**src/hpt_pkg.sv**
```systemverilog
// Shared types and constants for the homogeneous point transform.
// No dependencies; every other source file imports this package.
`default_nettype none

package hpt_pkg;

  localparam int FRAC_BITS_DEF = 16;   // Q16.16
  localparam int FRAC_BITS_MAX = 24;
  localparam int QUEUE_DEPTH_DEF = 4;

  localparam int COORD_W   = 32;
  localparam int MAG_W     = 64;
  localparam int CFG_IDX_W = 3;
  localparam int CFG_DW    = 64;

  // Front pipeline depth, used by the checker to bound occupancy.
  localparam int FRONT_STAGES = 3;

  typedef enum logic [CFG_IDX_W-1:0] {
    CFG_COEF_00_01 = 3'd0,
    CFG_COEF_02_10 = 3'd1,
    CFG_COEF_11_12 = 3'd2,
    CFG_COEF_20_21 = 3'd3,
    CFG_COEF_22    = 3'd4
  } cfg_reg_t;

  // One classified point, handed from the front end to the divider.
  typedef struct packed {
    logic [MAG_W-1:0] mag_x;
    logic [MAG_W-1:0] mag_y;
    logic [MAG_W-1:0] den;
    logic             neg_x;
    logic             neg_y;
    logic             divided;
  } hpt_entry_t;

endpackage : hpt_pkg

`default_nettype wire

```
**src/hpt_queue.sv**
```systemverilog
// Short FIFO of classified points between front end and divider.
// Depends on hpt_pkg.
`default_nettype none

module hpt_queue import hpt_pkg::*; #(
  parameter int DEPTH = QUEUE_DEPTH_DEF
) (
  input  wire logic       clk,
  input  wire logic       rst_n,
  input  wire logic       push,
  input  wire hpt_entry_t push_data,
  output      logic       full,
  input  wire logic       pop,
  output      hpt_entry_t head,
  output      logic       empty
);

  localparam int PTR_W = (DEPTH > 1) ? $clog2(DEPTH) : 1;
  localparam int CNT_W = $clog2(DEPTH + 1);
  localparam logic [PTR_W-1:0] LAST = PTR_W'(DEPTH - 1);

  hpt_entry_t       slot_r [DEPTH];
  logic [PTR_W-1:0] wr_ptr_r, rd_ptr_r;
  logic [CNT_W-1:0] cnt_r, cnt_nxt;

  assign full  = (cnt_r == CNT_W'(DEPTH));
  assign empty = (cnt_r == '0);
  assign head  = slot_r[rd_ptr_r];

  always_comb begin
    cnt_nxt = cnt_r;
    if (push && !pop) cnt_nxt = cnt_r + CNT_W'(1);
    if (pop && !push) cnt_nxt = cnt_r - CNT_W'(1);
  end

  always_ff @(posedge clk) begin
    if (!rst_n) begin
      wr_ptr_r <= '0;
      rd_ptr_r <= '0;
      cnt_r    <= '0;
    end else begin
      cnt_r <= cnt_nxt;
      if (push) wr_ptr_r <= (wr_ptr_r == LAST) ? '0 : wr_ptr_r + PTR_W'(1);
      if (pop)  rd_ptr_r <= (rd_ptr_r == LAST) ? '0 : rd_ptr_r + PTR_W'(1);
    end
  end

  always_ff @(posedge clk) begin
    if (push) slot_r[wr_ptr_r] <= push_data;
  end

endmodule : hpt_queue

`default_nettype wire

```
**config.mk**
```make
export PLATFORM = sky130hd
export DESIGN_NAME = hpt_queue
export DESIGN_NICKNAME = d
export VERILOG_FILES = /design/src/hpt_pkg.sv /design/src/hpt_queue.sv
export SDC_FILE = /design/constraint.sdc
export NUM_CORES = 1
export LEC_CHECK = 0
export BUFFER_PORTS_ARGS = -buffer_cell sky130_fd_sc_hd__buf_2
export CORE_MARGIN = 1.5
export CORE_UTILIZATION = 55
export CTS_CLUSTER_SIZE = 14
export DETAILED_ROUTE_END_ITERATION = 10
export PLACE_DENSITY = 0.81
export RECOVER_POWER = 25
export SYNTH_ARGS = -nofsm -noshare
export SYNTH_HDL_FRONTEND = slang
export SYNTH_SLANG_ARGS = --single-unit
```
**constraint.sdc**
```tcl
create_clock -name clk -period 6.95 [get_ports clk]
set_input_delay 0.3475 -clock clk [delete_from_list [all_inputs] [get_ports clk]]
set_output_delay 0.3475 -clock clk [all_outputs]
set_load 0.005 [all_outputs]
```
; ---- Yosys cells after proc, flatten, opt, wreduce, memory -nomap -nowiden
; Memory sizes are Yosys's and may differ from the RTL's. A register that Yosys moved wholly into a read port is not among the register bits.
; Cells that the tools add are included.
[totals]
out_inout_bits = 197
mem_count = 1
ramBits = 780
ff_bits = 7
wordCells = 25
in_bits = 199
[memory_table]
columns = memory, words, word_bits, read_ports, rd_ports_with_merged_regs, wr, line
row1 = slot_r, 4, 195, 1, 1, 1, hpt_queue.sv:22  ; hpt_entry_t slot_r [DEPTH];
[classes]
mux = 8
addsub = 4
reduce_logical = 6
n_eq_ne = 3
[op_table]
columns = op, count
row1 = two-way mux 2 bit, 4
row2 = two-way mux 3 bit, 2
row3 = "adder 2 x 1 -> 2 bit, second input constant", 2
row4 = "== test 2 bit, second input constant", 2
row5 = "adder 3 x 1 -> 3 bit, second input constant", 1
row6 = "== test 3 bit, second input constant", 1
row7 = zero test 3 bit, 1
row8 = "subtractor 3 x 1 -> 3 bit, second input constant", 1
row9 = logical AND 1 bit, 2
row10 = zero test 1 bit, 2
row11 = two-way mux 1 bit, 2
row12 = nonzero test 2 bit, 1

; ---- Logic depth before layout (Yosys ltp)
; Gate-level depths: netlist of the first run.
[depth]
word_depth = 4
depth_mapped = 7

; ---- Least setup slack after synthesis of the first run
; Ideal clock, no wire load.
[synth_timing]
kind = reg-to-reg
start = reg wr_ptr_r[0]
end = mem slot_r[0][0] in the netlist's numbering, enable pin
path_buffers = 0
t_arrival_ns = 4.980
stages_incl_launch_ff = 4
t_required_ns = 6.372
setup_slack_ns = 1.392
path_cell_list = dfxtp_1 > inv_1 > ha_1 > and2_1
[synth_rtl]
columns = element, line
row1 = start: declaration, hpt_queue.sv:23  ; logic [PTR_W-1:0] wr_ptr_r, rd_ptr_r;
row2 = start signal: assignment, hpt_queue.sv:43  ; if (push) wr_ptr_r <= (wr_ptr_r == LAST) ? '0 : wr_ptr_r + PTR_W'(1);
row3 = end: declaration, hpt_queue.sv:22
; No word-level cell before the write port.

==> results of run 1 <==
[sequential cells by signal (all words and copies together), names as in the netlist, named ones only]
register,count
slot_r,780
cnt_r,3
rd_ptr_r,2
wr_ptr_r,2
[final cells by class]
type,count,area (um^2),area share
sequential,789,23610,0.6633
multi-input combinational,227,4663,0.1310
timing repair buffer,605,3946,0.1109
clock buffer,93,2072,0.05821
tap,680,850.8,0.02390
clock inverter,48,421.7,0.01185
inverter,6,22.52,0.0006327
antenna,3,7.507,0.0002109
[repair_timing]
item	CTS	global route
endpoints found under the setup margin	0	0
hold endpoints to repair	780	0
hold buffers	195	0
[metal layers]
metal | vias up | track usage | wire [um]
met1 | 7286 | 0.2982 | 22990
met4 | 4 | 0.08272 | 1677
met5 | - | 0 | 25
met2 | 640 | 0.4070 | 32960
li1 | 5924 | - | -
met3 | 111 | 0.06410 | 4994
[path summary, 6_finish.rpt]
| kind | startpoint | to | slack, ns | depth (start not counted) |
|---|---|---|---|---|
| setup / recovery | flip-flop | head[174] | 3.55 | 3 |
| hold / removal | rst_n | flip-flop | 0.06 | 2 |
| setup reg to reg | wr_ptr_r[0] | slot_r[0][37] | 4.01 | 5 |
| hold reg to reg | cnt_r[2] | cnt_r[2] | 0.52 | 2 |
[cell families (layout without fill, tap and decap cells)]
group | count (synthesis) | in the layout | share of synthesized area
flops | 789 | 789 | 0.8251
compound gates | 5 | 5 | 0.001050
mux | 197 | 197 | 0.1542
other cells | 0 | 3 | 0
simple gates | 16 | 16 | 0.003455
fa+ha+maj | 7 | 7 | 0.003324
buf+inv | 50 | 752 | 0.01220
xor+xnor | 2 | 2 | 0.0006125
[synth_stat cells]
cell	number
o21a_1	1
o21ai_0	2
nor3_1	1
nor2b_1	4
or3_1	1
mux2i_1	2
edfxtp_1	780
buf_2	21
inv_1	6
clkbuf_1	5
and3_1	1
fa_1	1
xor2_1	1
mux4_2	195
xnor2_1	1
and2_1	6
nor3b_1	2
nand2_1	1
buf_6	18
ha_1	6
dfxtp_1	9
a21oi_1	1
a21boi_0	1
[power by group through the flow]
stage	clock (mW)	combinational [mW]	sequential, mW
after floorplan	0	0.424	5.59
after global placement	0	0.745	5.58
after detailed placement	0	0.762	5.60
after CTS	4.16	0.869	5.50
after global routing	4.36	0.919	5.52
final	4.13	0.857	5.50
[metrics by stage]
step,power [mW],utilization
3_3_place_gp,6.325,0.6086
3_5_place_dp,6.359,0.6086
6_report,10.49,0.6924
4_1_cts,10.53,0.6951
5_1_grt,10.80,0.6924
2_1_floorplan,6.018,-
==> impl_metrics.yaml, run 1 <==
status:
  outcome: "finished, final reports clean"
critical_path:
  cp_max_fo: 62
  crit_slowest_cell: "dfxtp_4"
  crit_buf_inv: 2
  path_cells: "buf_4 > mux4_2 > buf_2"
  crit_required_ns: 6.60
  crit_type: "reg2out"
  critPathMaxStageDelay_ns: 0.97
  cp-start-kind: "flip-flop"
  crit_family: "flip-flops"
  cp_data_arrival_time_ns: 3.05
  setup.worst_path.end_class: "primary output"
place:
  placed_cell_area_mm2: 0.03129
  dp_slack_ns: 4.006
  dpl.hpwl_um: 32970
  io_buffers: 395
  gp_congestion: 0.7410
  place_inst: 2112
final_layout:
  layout.cells.non_filler: 2451
  layout_commonest_cell: "edfxtp_1"
  drive_gt1_frac: 0.3416
  num-fill-cells: 2963
  area_growth_pct: 24.43
  final_area_mm2: 0.03559
  layout_common_cells: "780 x edfxtp_1, 279 x buf_2, 195 x mux4_2, 195 x dlygate4sd3_1, 128 x clkbuf_1"
  final_net_count: 1914
clocking:
  root_buffer: "clkbuf_16"
  htreeDepth: 3
  clock_path_buffers: 3
  cts_sinks: 789
  cts_setup_buffers: 0
  post_cts_resized: 0
  clock_latency_ns: 0.62
  path_clk_slew_ns: 0.06
  cts_buffers: 79
  cts_tree: "yes"
floorplanning:
  dieWidth_um: 231.1
  die_h_um: 231.1
  row_count: 83
  io_pins: 396
  core_area_mm2: 0.05141
  die_area_mm2: 0.05339
  initial_core_util: 0.5565
timing:
  min_period_ns: 3.398
  holdWs_ns: 0.05780
  drv_slew: 0
  worstMarginPinSlew_ns: 1.123
  relSlewSlack: 0.2510
  setup_viol_count_final: 0
  final.period_utilization: 0.4889
  tns_ns: 0
  fin_ws_ns: 3.552
  rsz0062_at_grt: "no"
  hold_viol_final: 0
  clock.fmax_mhz: 294.3
  finClkSkew_ns: 0.01544
drt:
  wl_um: 62650
  ant_nets: 0
  vias: 13970
  wl_per_cell_um: 25.56
  vias_per_cell: 5.698
  drt-initial-drc-count: 1088
  drcViolationCount: 0
  firstDrtPassIters: 5
logic_synthesis:
  ys_seq_area_frac: 0.8251
  syn_avg_cell_area_um2: 26.83
  yosys.area.top_type_share: 0.8188
  yosysUniqueCellTypes: 23
  synth_top_cell_by_area: "edfxtp_1"
  ys_ff_latch: 789
  yosysWarnings: 0
  syn_area_mm2: 0.02860
  synthTopCellsByArea: "edfxtp_1 82%, mux4_2 15%, buf_6 0.71%"
  synthCells: 1066
  synth_fp_nets: 1272
grt:
  grt_pass1_wl_um: 94120
  antenna_found_initial: 5
  grt_pass1_vias: 15160
  grt_max_degree: 103
  grt_overflow_total: 0
  grt_usage: 0.2389
run:
  drv_cap: 0
power:
  p_per_area_mw_per_mm2: 294.7
  switching_share: 0.2132
  intPower_mw: 8.254
  p_leak_nw: 11.80
  ir_drop_uv: 350.2
  power_frac_clock: 0.394
  p_sw_mw: 2.237
  p_seq_frac: 0.525
  combPwrFrac: 0.082
hold_path:
  hp-class: "in2reg"
(Power assumes the default switching activity.)
==> inputs of run 2 (changes only) <==
Clock period 6.95 ns to 3.2 ns, I/O delays scaled along.
==> run 2 against run 1 <==
- worst hold slack improved by 0.28 ns
- sequential cell count unchanged
- clock skew increased by 0.0031 ns
- first-iteration DRC count increased by 2.1%
- utilization increased by 0.92 points
- non-clock buffer count increased by 32
- cell area increased by 1.3%
- critical path depth increased by 1
- worst setup slack got worse by 3.1 ns
- global-route usage increased by 0.98 points
- sequential share of layout area decreased by 0.87 points
- critical endpoint is now head[28]
==> impl_metrics.yaml, run 2 (synthesis gave the netlist of run 1 again) <==
timing:
  worstMarginPinSlew_ns: 0.7143
  holdWs_ns: 0.3356
  clock.fmax_mhz: 369.0
  relSlewSlack: 0.5238
  finClkSkew_ns: 0.01854
  hold_viol_final: 0
  rsz0062_at_grt: "no"
  final.period_utilization: 0.8468
  min_period_ns: 2.710
  fin_ws_ns: 0.4901
  setup_viol_count_final: 0
  tns_ns: 0
  drv_slew: 0
run:
  drv_cap: 0
hold_path:
  hp-class: "in2reg"
  hold_end: "slot_r[1][23]"
  hp-start: "push_data[23]"
  whs_path_depth: 2
floorplanning:
  io_pins: 396
  core_area_mm2: 0.05141
  initial_core_util: 0.5565
  row_count: 83
  die_h_um: 231.1
  die_area_mm2: 0.05339
  dieWidth_um: 231.1
power:
  switching_share: 0.2141
  p_per_area_mw_per_mm2: 635.3
  combPwrFrac: 0.086
  p_leak_nw: 12.02
  p_total_mw: 22.91
  p_seq_frac: 0.521
  p_sw_mw: 4.907
  intPower_mw: 18.01
  power_frac_clock: 0.393
  ir_drop_uv: 658.2
final_layout:
  area_growth_pct: 26.09
  layout_commonest_cell: "edfxtp_1"
  largestRegisters: "slot_r x780, cnt_r x3"
  final_net_count: 1944
  largest_register_ff_count: 780
  layout_common_cells: "780 x edfxtp_1, 276 x buf_2, 199 x dlygate4sd3_1, 195 x mux4_2, 136 x clkbuf_1"
  drive_gt1_frac: 0.3515
  num-fill-cells: 2952
  top_register: "slot_r"
clocking:
  cts_sinks: 789
  post_cts_resized: 0
  cts_tree: "yes"
  cts_buffers: 77
  cts_setup_buffers: 0
  clock_latency_ns: 0.61
  root_buffer: "clkbuf_16"
  htreeDepth: 3
  clock_path_buffers: 3
  path_clk_slew_ns: 0.06
place:
  io_buffers: 395
  dpl.hpwl_um: 35210
  gp_congestion: 0.7710
  dp_slack_ns: 1.086
drt:
  highest_layer: "met4"
  vias_per_cell: 5.755
  wl_um: 65030
  route.met2.wl_um: 34590
  drt-initial-drc-count: 1111
  wl_per_cell_um: 26.16
  vias: 14310
  ant_nets: 0
  firstDrtPassIters: 5
  drcViolationCount: 0
  wl_met1_um: 23410
  wl_met3_um: 5261
critical_path:
  cp-start-kind: "flip-flop"
  rr_endpoint: "slot_r[3][160]"
  cp_data_arrival_time_ns: 2.55
  rr_worst_depth: 3
  cp_max_fo: 22
  setup.worst_path.end_class: "primary output"
  reg2reg_from: "wr_ptr_r[0]"
  crit_type: "reg2out"
  r2r_slack_ns: 1.19
  crit_required_ns: 3.04
grt:
  grt_pass1_vias: 15170
  grt_overflow_total: 0
  grt_usage: 0.2487
  grt_pass1_wl_um: 96490
  grt_max_degree: 90
  antenna_found_initial: 3
status:
  outcome: "finished, final reports clean"
-- run 2: changes by cell type in the layout (fill, tap and decap cells not counted), moves of 2 or more --
cell and delta:
buf_12 +17, buf_4 +11, clkbuf_1 +8, clkinv_1 -8, clkinv_2 +4, dlygate4sd3_1 +4, buf_2 -3, clkbuf_8 +2
diode_2 +2
-- run 2: per-layer routing --
layer / up-vias / global-route usage
li1: 5988 / -
met1: 7476 / 0.3097
met2: 722 / 0.4280
met5: - / 0
met4: 0 / 0.08497
met3: 122 / 0.06287
-- run 2: what timing repair did --
item / CTS / global route
endpoints found under the hold margin: 789 / 0
endpoints found under the setup margin: 0 / 0
hold buffers: 199 / 0
-- run 2: through the flow --
stage / util / instances / area [um^2]
finish: 0.7016 / 2486 / 36070
floorplan: - / 1066 / 28610
detailed placement: 0.6168 / 2140 / 31710
global placement: 0.6168 / 2140 / 31710
CTS: 0.7043 / 2481 / 36200
global route: 0.7015 / 2484 / 36060
-- run 2: critical path, cell delays in order (launching register included) --
cell and delay [ns]:
dfxtp_4 0.65, buf_12 0.23, buf_4 0.31, mux4_2 0.60, buf_2 0.15
-- run 2: cell type report --
type / instances / area [um^2] / share of cell area
diodes: 5 / 12.51 / 0.0003469
clock buffers: 99 / 2093 / 0.05804
clock inverters: 43 / 410.4 / 0.01138
inverters: 6 / 22.52 / 0.0006244
multi-input cells: 227 / 4663 / 0.1293
flip-flops and latches: 789 / 23610 / 0.6546
well taps: 680 / 850.8 / 0.02359
repair buffers: 637 / 4405 / 0.1221
-- run 2: power by group through the flow --
stage / sequential, mW / clock, mW / combinational (mW)
6_report: 11.9 / 9.01 / 1.96
5_1_grt: 12.0 / 9.54 / 2.10
4_1_cts: 11.9 / 9.06 / 1.98
3_5_place_dp: 12.1 / 0 / 1.75
3_3_place_gp: 12.1 / 0 / 1.72
2_1_floorplan: 12.1 / 0 / 0.923
-- run 2: worst max path at each step --
stage | start | end | slack, ns | cells after the start
after floorplan | wr_ptr_r[0] | slot_r[3][0] | 0.83 | 2
after detailed placement | flip-flop | head[190] | 1.09 | 4
after CTS | flip-flop | head[28] | 0.37 | 4
after global routing | flip-flop | head[10] | 0.33 | 4
after global placement | flip-flop | head[190] | 1.10 | 4
final | flip-flop | head[28] | 0.49 | 4
